File: config.mk
export PLATFORM = sky130hd
export DESIGN_NAME = fpga_serial_config_loader_top
export DESIGN_NICKNAME = d
export VERILOG_FILES = /design/src/sv/fscl_pkg.sv /design/src/sv/fscl_front.sv /design/src/sv/fscl_back.sv /design/src/sv/fpga_serial_config_loader_top.sv
export SDC_FILE = /design/constraint.sdc
export NUM_CORES = 1
export LEC_CHECK = 0
export BUFFER_PORTS_ARGS = -buffer_cell sky130_fd_sc_hd__buf_2
export CAP_MARGIN = 30
export CORE_AREA = 2 2 136 138
export CTS_CLUSTER_DIAMETER = 100
export DETAILED_ROUTE_END_ITERATION = 8
export DIE_AREA = 0 0 138 140
export HOLD_SLACK_MARGIN = 0.02
export SLEW_MARGIN = 20
export SYNTH_ARGS = -nofsm -noshare
export SYNTH_HDL_FRONTEND = slang
export SYNTH_SLANG_ARGS = --single-unit
export TNS_END_PERCENT = 20
File: constraint.sdc
create_clock -name clock -period 4.2 [get_ports clock]
set_input_delay 0.21 -clock clock [delete_from_list [all_inputs] [get_ports clock]]
set_output_delay 0.21 -clock clock [all_outputs]
set_load 0.05 [all_outputs]
File: src/sv/fscl_pkg.sv
// ----------------------------------------------------------------------------
// fscl_pkg
// Shared types and constants of the serial configuration loader.
// ----------------------------------------------------------------------------
package fscl_pkg;

   localparam int unsigned ADDR_W = 3;
   localparam int unsigned DATA_W = 32;

   // Register indexes, taken from the word address bit
   localparam logic REG_COMPRESS_ENABLE = 1'b0;
   localparam logic REG_IMAGE_LENGTH    = 1'b1;

   localparam logic [3:0] BITS_PER_BYTE = 4'd8;

   // Classified input item
   typedef struct packed {
      logic       start;
      logic       status_ready;
      logic       byte_valid;
      logic [7:0] byte_value;
   } item_type;

   // Queue head as seen by the back end
   typedef struct packed {
      logic     valid;
      item_type item;
   } head_type;

   typedef struct packed {
      logic        compress_enable;
      logic [31:0] image_length;
   } cfg_type;

   typedef struct packed {
      logic bit_valid;
      logic data_bit;
      logic byte_request;
      logic done_res;
   } result_type;

endpackage

File: src/sv/fscl_front.sv
// ----------------------------------------------------------------------------
// fscl_front
// Accepts and classifies input items into a two-entry queue.
// ----------------------------------------------------------------------------
module fscl_front (
   input  logic               clock,
   input  logic               reset,
   input  logic               req_valid,
   output logic               req_stall,
   input  logic               req_kind,
   input  logic               req_status_ready,
   input  logic               req_byte_valid,
   input  logic [7:0]         req_byte_value,
   output fscl_pkg::head_type head,
   input  logic               pop
);
   import fscl_pkg::*;

   item_type   queue_ff [2];
   logic       wr_ptr_ff, wr_ptr_in;
   logic       rd_ptr_ff, rd_ptr_in;
   logic [1:0] count_ff, count_in;
   logic       push;
   item_type   item_in;

   // Full queue holds the input side
   assign req_stall = (count_ff == 2'd2);
   assign push      = req_valid && !req_stall;

   always_comb begin
      item_in.start        = req_kind;
      item_in.status_ready = req_status_ready;
      item_in.byte_valid   = req_byte_valid;
      item_in.byte_value   = req_byte_value;
   end

   assign head.valid = (count_ff != 2'd0);
   assign head.item  = queue_ff[rd_ptr_ff];

   always_comb begin
      wr_ptr_in = push ? ~wr_ptr_ff : wr_ptr_ff;
      rd_ptr_in = pop  ? ~rd_ptr_ff : rd_ptr_ff;
      count_in  = count_ff + {1'b0, push} - {1'b0, pop};
   end

   always_ff @(posedge clock) begin
      if (reset) begin
         wr_ptr_ff <= 1'b0;
         rd_ptr_ff <= 1'b0;
         count_ff  <= 2'd0;
      end else begin
         wr_ptr_ff <= wr_ptr_in;
         rd_ptr_ff <= rd_ptr_in;
         count_ff  <= count_in;
      end
   end

   always_ff @(posedge clock) begin
      if (push) begin
         queue_ff[wr_ptr_ff] <= item_in;
      end
   end

endmodule

File: src/sv/fscl_back.sv
// ----------------------------------------------------------------------------
// fscl_back
// Runs the loader for one queued item a cycle into a free output register.
// ----------------------------------------------------------------------------
module fscl_back (
   input  logic                 clock,
   input  logic                 reset,
   input  fscl_pkg::cfg_type    cfg,
   input  fscl_pkg::head_type   head,
   output logic                 pop,
   output logic                 rsp_valid,
   input  logic                 rsp_stall,
   output fscl_pkg::result_type rsp
);
   import fscl_pkg::*;

   localparam logic [1:0] PH_IDLE = 2'd0;
   localparam logic [1:0] PH_WAIT = 2'd1;
   localparam logic [1:0] PH_RUN  = 2'd2;
   localparam logic [1:0] PH_DONE = 2'd3;

   logic [1:0]  phase_ff, phase_in;
   logic [31:0] src_left_ff, src_left_in;
   logic [7:0]  zero_run_ff, zero_run_in;
   logic        await_count_ff, await_count_in;
   logic [7:0]  shift_byte_ff, shift_byte_in;
   logic [3:0]  bits_left_ff, bits_left_in;
   logic        rsp_valid_ff, rsp_valid_in;
   result_type  rsp_ff, rsp_in;
   logic        fire;

   // Take the head when the output register is empty or being drained
   assign fire = head.valid && (!rsp_valid_ff || !rsp_stall);
   assign pop  = fire;

   always_comb begin
      phase_in       = phase_ff;
      src_left_in    = src_left_ff;
      zero_run_in    = zero_run_ff;
      await_count_in = await_count_ff;
      shift_byte_in  = shift_byte_ff;
      bits_left_in   = bits_left_ff;
      rsp_in         = '0;

      if (head.item.start) begin
         phase_in       = PH_WAIT;
         src_left_in    = cfg.image_length;
         zero_run_in    = 8'd0;
         await_count_in = 1'b0;
         shift_byte_in  = 8'd0;
         bits_left_in   = 4'd0;
      end else if (phase_ff == PH_WAIT) begin
         if (head.item.status_ready) begin
            phase_in = PH_RUN;
         end
      end else if (phase_ff == PH_RUN) begin
         if (bits_left_ff == 4'd0) begin
            if (zero_run_ff != 8'd0) begin
               zero_run_in   = zero_run_ff - 8'd1;
               shift_byte_in = 8'd0;
               bits_left_in  = BITS_PER_BYTE;
            end else if (src_left_ff != 32'd0 && head.item.byte_valid) begin
               src_left_in = src_left_ff - 32'd1;
               if (await_count_ff) begin
                  // count byte: the leading zero byte already went out
                  await_count_in = 1'b0;
                  if (head.item.byte_value > 8'd1) begin
                     zero_run_in   = head.item.byte_value - 8'd2;
                     shift_byte_in = 8'd0;
                     bits_left_in  = BITS_PER_BYTE;
                  end
               end else begin
                  if (cfg.compress_enable && head.item.byte_value == 8'd0 &&
                      src_left_ff != 32'd1) begin
                     await_count_in = 1'b1;
                  end
                  shift_byte_in = head.item.byte_value;
                  bits_left_in  = BITS_PER_BYTE;
               end
            end
         end
         if (bits_left_in != 4'd0) begin
            rsp_in.bit_valid = 1'b1;
            rsp_in.data_bit  = shift_byte_in[0];
            shift_byte_in    = {1'b0, shift_byte_in[7:1]};
            bits_left_in     = bits_left_in - 4'd1;
         end
      end

      if (phase_in == PH_RUN && bits_left_in == 4'd0 && zero_run_in == 8'd0) begin
         if (src_left_in != 32'd0) begin
            rsp_in.byte_request = 1'b1;
         end else if (!await_count_in) begin
            phase_in = PH_DONE;
         end
      end
      rsp_in.done_res = (phase_in == PH_DONE);
   end

   always_comb begin
      if (fire) begin
         rsp_valid_in = 1'b1;
      end else begin
         rsp_valid_in = rsp_valid_ff && rsp_stall;
      end
   end

   always_ff @(posedge clock) begin
      if (reset) begin
         phase_ff       <= PH_IDLE;
         src_left_ff    <= 32'd0;
         zero_run_ff    <= 8'd0;
         await_count_ff <= 1'b0;
         shift_byte_ff  <= 8'd0;
         bits_left_ff   <= 4'd0;
         rsp_valid_ff   <= 1'b0;
      end else begin
         rsp_valid_ff <= rsp_valid_in;
         if (fire) begin
            phase_ff       <= phase_in;
            src_left_ff    <= src_left_in;
            zero_run_ff    <= zero_run_in;
            await_count_ff <= await_count_in;
            shift_byte_ff  <= shift_byte_in;
            bits_left_ff   <= bits_left_in;
         end
      end
   end

   always_ff @(posedge clock) begin
      if (fire) begin
         rsp_ff <= rsp_in;
      end
   end

   assign rsp_valid = rsp_valid_ff;
   assign rsp       = rsp_ff;

endmodule

File: src/sv/fpga_serial_config_loader_top.sv
// ----------------------------------------------------------------------------
// fpga_serial_config_loader_top
// Passive serial configuration loader with zero run-length expansion.
// ----------------------------------------------------------------------------
//
//  Channel   Direction  Handshake            Payload
//  req_*     in         req_valid/req_stall  kind, status_ready, byte_valid,
//                                            byte_value
//  rsp_*     out        rsp_valid/rsp_stall  bit_valid, data_bit,
//                                            byte_request, done_res
//  APB       in/out     psel/penable/pready  compress_enable @0x0,
//                                            image_length @0x4
//
//  One item per cycle is sustained while rsp_stall is low; an accepted item is
//  written into the queue and then into the output register.
//  The loader state update (32-bit source count decrement and compare) is the
//  combinational step in the back end that runs for each item taken.
//  Reset (synchronous, active high) empties the queue, clears the output
//  valid flag and returns the loader to idle with both registers at zero.
//  A stalled result holds in the output register while the two-entry queue
//  keeps taking items; req_stall rises only when the queue is full.
//
module fpga_serial_config_loader_top (
   input  logic                        clock,
   input  logic                        reset,
   // input item channel
   input  logic                        req_valid,
   output logic                        req_stall,
   input  logic                        req_kind,
   input  logic                        req_status_ready,
   input  logic                        req_byte_valid,
   input  logic [7:0]                  req_byte_value,
   // result item channel
   output logic                        rsp_valid,
   input  logic                        rsp_stall,
   output logic                        rsp_bit_valid,
   output logic                        rsp_data_bit,
   output logic                        rsp_byte_request,
   output logic                        rsp_done_res,
   // register port
   input  logic                        psel,
   input  logic                        penable,
   input  logic                        pwrite,
   input  logic [fscl_pkg::ADDR_W-1:0] paddr,
   input  logic [fscl_pkg::DATA_W-1:0] pwdata,
   output logic [fscl_pkg::DATA_W-1:0] prdata,
   output logic                        pready
);
   import fscl_pkg::*;

   logic        compress_enable_ff, compress_enable_in;
   logic [31:0] image_length_ff, image_length_in;
   logic        reg_write;
   logic        reg_index;
   cfg_type     cfg;
   head_type    head;
   logic        pop;
   result_type  rsp;

   // Register port: no wait states, write lands in the access phase
   assign pready    = 1'b1;
   assign reg_write = psel && penable && pwrite && pready;
   // Word index from the byte address
   assign reg_index = paddr[2];

   always_comb begin
      compress_enable_in = compress_enable_ff;
      image_length_in    = image_length_ff;
      if (reg_write) begin
         unique case (reg_index)
            REG_COMPRESS_ENABLE: compress_enable_in = pwdata[0];
            REG_IMAGE_LENGTH:    image_length_in    = pwdata;
            default:             compress_enable_in = compress_enable_ff;
         endcase
      end
   end

   always_comb begin
      unique case (reg_index)
         REG_COMPRESS_ENABLE: prdata = {{(DATA_W-1){1'b0}}, compress_enable_ff};
         REG_IMAGE_LENGTH:    prdata = image_length_ff;
         default:             prdata = '0;
      endcase
   end

   always_ff @(posedge clock) begin
      if (reset) begin
         compress_enable_ff <= 1'b0;
         image_length_ff    <= 32'd0;
      end else begin
         compress_enable_ff <= compress_enable_in;
         image_length_ff    <= image_length_in;
      end
   end

   assign cfg.compress_enable = compress_enable_ff;
   assign cfg.image_length    = image_length_ff;

   // Front end: classify and queue items
   fscl_front u_front (
      .clock            (clock),
      .reset            (reset),
      .req_valid        (req_valid),
      .req_stall        (req_stall),
      .req_kind         (req_kind),
      .req_status_ready (req_status_ready),
      .req_byte_valid   (req_byte_valid),
      .req_byte_value   (req_byte_value),
      .head             (head),
      .pop              (pop)
   );

   // Back end: advance the loader and register the result
   fscl_back u_back (
      .clock     (clock),
      .reset     (reset),
      .cfg       (cfg),
      .head      (head),
      .pop       (pop),
      .rsp_valid (rsp_valid),
      .rsp_stall (rsp_stall),
      .rsp       (rsp)
   );

   assign rsp_bit_valid    = rsp.bit_valid;
   assign rsp_data_bit     = rsp.data_bit;
   assign rsp_byte_request = rsp.byte_request;
   assign rsp_done_res     = rsp.done_res;

endmodule

Word level (Yosys, flattened, before mapping)
Memories as Yosys holds them, arrays and structs flattened. A register that Yosys moved wholly into a read port is not among the register bits. Index checks and enable logic that the tools add are counted.

Flip-flop bits (word level): 97. RAM bits: 22. Bits of input ports: 53. Memories: 1.

Add/sub/neg operators: 6. $lt $le $gt $ge: 1. Eq/ne operators: 7. Multiplexer cells: 57. Bitwise operators: 5. Reductions and logical operators: 29.

Memories: u_front.queue_ff (words 2, width 11, read ports 1, clocked after Yosys merged registers in 1, wr ports 1, line fscl_front.sv:19) `item_type queue_ff [2];`.

Operators by type and width (number): 2-to-1 mux 32 bit (6); 2-to-1 mux 8 bit (17); case mux 32 bit (2 select lines) (1); nonzero test 32 bit (2); 2-to-1 mux 4 bit (12); != test 32 x 1 -> 1 bit, second input constant (1); subtractor 32 x 1 -> 32 bit, second input constant (1); logical NOT 8 bit (2); 2-to-1 mux 1 bit (14); 2-to-1 mux 2 bit (7); logical AND 1 bit (10); == test 2 bit, second input constant (4); greater-than comparator 8 x 1 -> 1 bit, second input constant (1); logical NOT 4 bit (2); nonzero test 8 bit (1); subtractor 8 x 1 -> 8 bit, second input constant (1); subtractor 8 x 2 -> 8 bit, second input constant (1); NOT 1 bit (5); AND reduction 2 bit (2); nonzero test 2 bit (2); nonzero test 4 bit (1); OR reduction 4 bit (1); subtractor 4 x 1 -> 4 bit, second input constant (1); logical NOT 1 bit (3); other kinds (7) (7).

Longest topological paths before layout
Depth in word-level cells: 19. Mapped depth: 13. Gate-level depth less buffers: 11.

Hierarchy
Synthesis repeated with hierarchy kept, for this count alone.

Cells, all modules: 916. Area total of the unflattened synthesis: 7544.7 um2.

Modules (own cells, without submodules): fscl_back (times used 1, cells an instance 676, area an instance 4785.8 um2, sequential area each 1241.2 um2); fpga_serial_config_loader_top (times used 1, cells an instance 181, area an instance 1742.9 um2, sequential area each 660.6 um2); fscl_front (times used 1, cells an instance 59, area an instance 1016.0 um2, sequential area each 760.7 um2).

Worst setup path after synthesis
OpenSTA, ideal clock, no wires.

Path kind: flip-flop to flip-flop. Start: reg u_back.zero_run_ff[0]. End: reg u_back.rsp_ff (netlist bit u_back.rsp[1]), data pin. Library setup time: 0.271 ns. Arrival: 3.414 ns. Required time: 3.929 ns. Path slack: 0.515 ns. Stages on the path, launching flop included: 14. Buffers on the path: 2. Period minus slack after synthesis: 3.685 ns. Path through: dfxtp_1 > inv_1 > ha_1 > or4b_4 > or3_1 > buf_2 > a211o_2 > buf_6 > nor3_2 > xnor2_1 > a31oi_1 > or4_1 > nor4_2 > nor4_1.

Longest elaborated chain between the ends: 14.

RTL lines: start: declaration (line fscl_back.sv:24) `logic [7:0] zero_run_ff, zero_run_in;`; start signal: assignment (line fscl_back.sv:122) `zero_run_ff <= zero_run_in;`; nonzero test 8 bit (line fscl_back.sv:58) `if (zero_run_ff != 8'd0) begin`; 2-to-1 mux 4 bit (line fscl_back.sv:58); 2-to-1 mux 4 bit (line fscl_back.sv:57) `if (bits_left_ff == 4'd0) begin`; 2-to-1 mux 4 bit (line fscl_back.sv:56) `end else if (phase_ff == PH_RUN) begin`; 2-to-1 mux 4 bit (line fscl_back.sv:52) `end else if (phase_ff == PH_WAIT) begin`; 2-to-1 mux 4 bit (line fscl_back.sv:45) `if (head.item.start) begin`; subtractor 4 x 1 -> 4 bit / nonzero test 4 bit (equally long branches) (line fscl_back.sv:86, fscl_back.sv:82); 2-to-1 mux 4 bit (line fscl_back.sv:82) `if (bits_left_in != 4'd0) begin`; 2-to-1 mux 4 bit (line fscl_back.sv:56); 2-to-1 mux 4 bit (line fscl_back.sv:52); 2-to-1 mux 4 bit (line fscl_back.sv:45); logical NOT 4 bit (line fscl_back.sv:90) `if (phase_in == PH_RUN && bits_left_in == 4'd0 && zero_run_in == 8'd0) begin`; logical AND 1 bit (2 in series) (line fscl_back.sv:90); end signal: assignment (line fscl_back.sv:132) `rsp_ff <= rsp_in;`; end: declaration (line fscl_back.sv:29) `result_type rsp_ff, rsp_in;`.

Parallel ways exist; a longest one is shown, timed or not. The select of a mux whose other input is x is not followed. A chain may end at the register's enable or synchronous reset.

Worst setup path in the final report
Ends and elaborated chain as after synthesis.

==> results.ini <==
[route]
drt-total-wl_um = 20900
drt-vias-per-instance = 5.60
drt.antenna.violating_nets = 0
drt_pass1_iterations = 5
dr.first_iter.drc_count = 671
routed_wirelength_normalized_by_instance_count_um = 17.1
drcViolationCount = 0
vias = 6851

[outcome]
outcome = complete, no violations

[timing]
setup-violations-final = 0
rsz0062_at_grt = no
achievable-frequency_ghz = 0.249
timing.clock.skew_ns = 0.00928
tns_ns = 0
worst-slew-pin-transition_ns = 0.849
finalMaxSlewViolations = 0
timing.final.hold_violations = 0
slew_headroom = 0.422
final.min_clock_period_ns = 4.01
final_cycle_utilization_of_the_critical_path = 0.955

[yosys]
unique_cell_type_count_in_the_yosys_netlist = 73
cell_count_after_synthesis = 894
asyncSetResetFlopFracSynth = 0
synthesis.yosys.warnings = 0
yosys.area.top_type = dfxtp_1
synth.top_cell.area_share = 0.268
synth_seq_area_share = 0.379
synth_nets = 954
primary_flip_flop_cell_chosen_by_synthesis_mapping = dfxtp_1
syn_avg_cell_area_um2 = 7.85
netlist_top_cells_area = dfxtp_1 27%, edfxtp_1 11%, nand2_1 7.8%
synth_seq_cells = 120
syn-cell-area_um2 = 7020
number_of_flops_mapped_to_enable_cells_by_yosys = 26

[flow_run]
maxcap_violations = 0

[final_layout]
drive_gt1_frac = 0.174
finalNetCount = 1043
area_growth_pct = 20.8
fillCellCount = 1785
antenna_cells_inserted = 0
fin_cells = 1224
mostFrequentLayoutCell = nand2_1
layout.cells.most_common_list = 146 x nand2_1, 96 x nor2_1, 94 x dfxtp_1, 88 x buf_2, 85 x a21oi_1

[floorplanning]
dieArea_um2 = 19300
core_region_area_um2 = 17800
die_x_um = 138
initial_core_util = 0.395
io_pins = 92
rows = 49
die_y_um = 140

[clock_network]
cts-resized-gates = 0
clock_tree.root_cell = clkbuf_16
clock_tree.htree_level_count = 4
clock-sinks = 120
clkTransAtPathRegs_ns = 0.05
cts_buffers = 17
clock_tree_from_tritoncts = yes
cts_max_path_buffers = 2
clock_latency_ns = 0.42

[place]
post-dp-hpwl_um = 15000
io_buffer_count = 88
rd_place_congestion = 0.949
cell_count_after_placement = 1173

[power_and_ir_drop]
p_leak_uw = 0.00318
pwr_density_cell_nw_per_um2 = 607
worst_ir_drop_vdd_mv = 0.420

[grt]
residual_overflow_from_global_routing = 0
grt_antenna_before_repair = 0
groute.usage.overall = 0.215
first_global_vias = 6443
first_pass_grt_wire_length_um = 33700
grt_max_degree = 52

[critical_path]
worstSetupPathType = flip-flop to flip-flop
endpoint_kind = flip-flop
cp.required_ns = 4.35
worstSetupStartpointType = flip-flop
crit_path_max_fanout = 7
critical_path_arrival_ns = 4.15

[min_path]
worst_hold_path_type = input pin to flip-flop

power by group:
group	leakage (µW)	internal (µW)	switching (µW)	total [µW]
Clock	0.000282	938	521	1460
Combinational	0.00189	753	1450	2200
Sequential	0.00101	1330	156	1480
Total	0.00318	3020	2130	5150
cell usage after synthesis (3+ instances only):
cell       number
buf_1           7
nand4_1        10
a211oi_1       13
and3_1          4
o21ai_1         3
inv_1          19
mux2i_1        12
or3_1          15
o22ai_1         5
o21ai_0        26
nor3b_1         4
ha_1            7
xor2_1         15
buf_6           4
nor4b_1         3
nand3_1        13
nor4_1         21
a31oi_1         8
dfxtp_1        94
nor2b_1         3
o211ai_1        4
o2111ai_1       5
a221oi_1        4
edfxtp_1       26
o31ai_1        10
buf_2           4
nor2_1         97
and2_1         33
or3b_2          4
nor3_1         36
a41oi_1         3
nand2_1       146
clkbuf_1       48
a22oi_1        21
xnor2_1        15
or4_1          16
mux2_2          5
a22o_1          3
a21oi_1        85
path summary, 6_finish.rpt:
| check | to | slack (ns) | from | cells past startpoint |
|---|---|---|---|---|
| min reg2reg | u_back.shift_byte_ff[3]$_SDFFE_PP0P_ | 0.45 | u_back.shift_byte_ff[3]$_SDFFE_PP0P_ | 2 |
| max | u_back.rsp[1]$_SDFFCE_PP0P_ | 0.19 | u_back.zero_run_ff[0]$_SDFFE_PP0P_ | 11 |
| max reg2reg | u_back.rsp[1]$_SDFFCE_PP0P_ | 0.19 | u_back.zero_run_ff[0]$_SDFFE_PP0P_ | 11 |
| min | image_length_ff[28]$_SDFFE_PP0P_ | 0.03 | pwdata[28] | 3 |
state kept, by name, summed over array words and instances, names as in the netlist, named ones only:
signal	cells
compress_enable_ff	1
image_length_ff	32
u_back.await_count_ff	1
u_back.bits_left_ff	4
u_back.phase_ff	2
u_back.rsp	4
u_back.rsp_valid	1
u_back.shift_byte_ff	8
u_back.src_left_ff	32
u_back.zero_run_ff	8
u_front.count_ff	2
u_front.queue_ff	22
u_front.rd_ptr_ff	1
u_front.wr_ptr_ff	1
through the flow:
step | worst slack (ns) | area, µm² | utilization | hold WS [ns] | total power [µW]
2_1_floorplan | 0.515 | 7020 | - | 0.309 | 3050
3_3_place_gp | 0.239 | 7700 | 0.433 | 0.399 | 3640
3_5_place_dp | 0.235 | 7700 | 0.433 | 0.402 | 3650
4_1_cts | 0.202 | 8470 | 0.476 | 0.0201 | 5130
5_1_grt | 0.0174 | 8480 | 0.477 | 0.0279 | 5440
6_report | 0.191 | 8480 | 0.477 | 0.0287 | 5150
final cells by class:
type | count | area [µm²] | area share
Timing Repair Buffer | 135 | 853 | 0.101
Tap cell | 229 | 287 | 0.0338
Inverter | 19 | 71.3 | 0.00841
Clock buffer | 21 | 450 | 0.0531
Clock inverter | 10 | 130 | 0.0153
Sequential cell | 120 | 2660 | 0.314
Multi-Input combinational cell | 690 | 4030 | 0.475
kinds of logic after synthesis:
group,Yosys count,share of synthesized area
buf+inv,84,0.0510
compound gates,214,0.196
mux,17,0.0251
flops,120,0.379
other cells,1,0.000534
xor+xnor,30,0.0374
fa+ha+maj,7,0.0125
simple gates,421,0.298
worst max-delay path, cell delays in order (launching register included):
cell     delay (ns)
dfxtp_1        0.35
inv_1          0.07
ha_1           0.19
or4b_4         0.50
or3_1          0.55
a211o_2        0.37
or3_1          0.41
xor2_1         0.15
a31oi_1        0.08
or4_1          0.58
nor4_2         0.36
nor4_1         0.13
layer usage:
layer | vias to the layer above | global-route usage | wire (µm)
li1 | 3411 | - | -
met5 | - | 0 | 0
met1 | 3231 | 0.307 | 10100
met2 | 187 | 0.328 | 9410
met3 | 22 | 0.0489 | 1130
met4 | 0 | 0.0591 | 233
repair_timing:
| action | in CTS | in global routing |
|---|---|---|
| hold buffers | 19 | 0 |
| endpoints found under the setup margin | 0 | 2 |
| setup buffers | 0 | 0 |
| endpoints found under the hold margin | 30 | 0 |
Note: power is estimated with default switching activity, not from simulation.
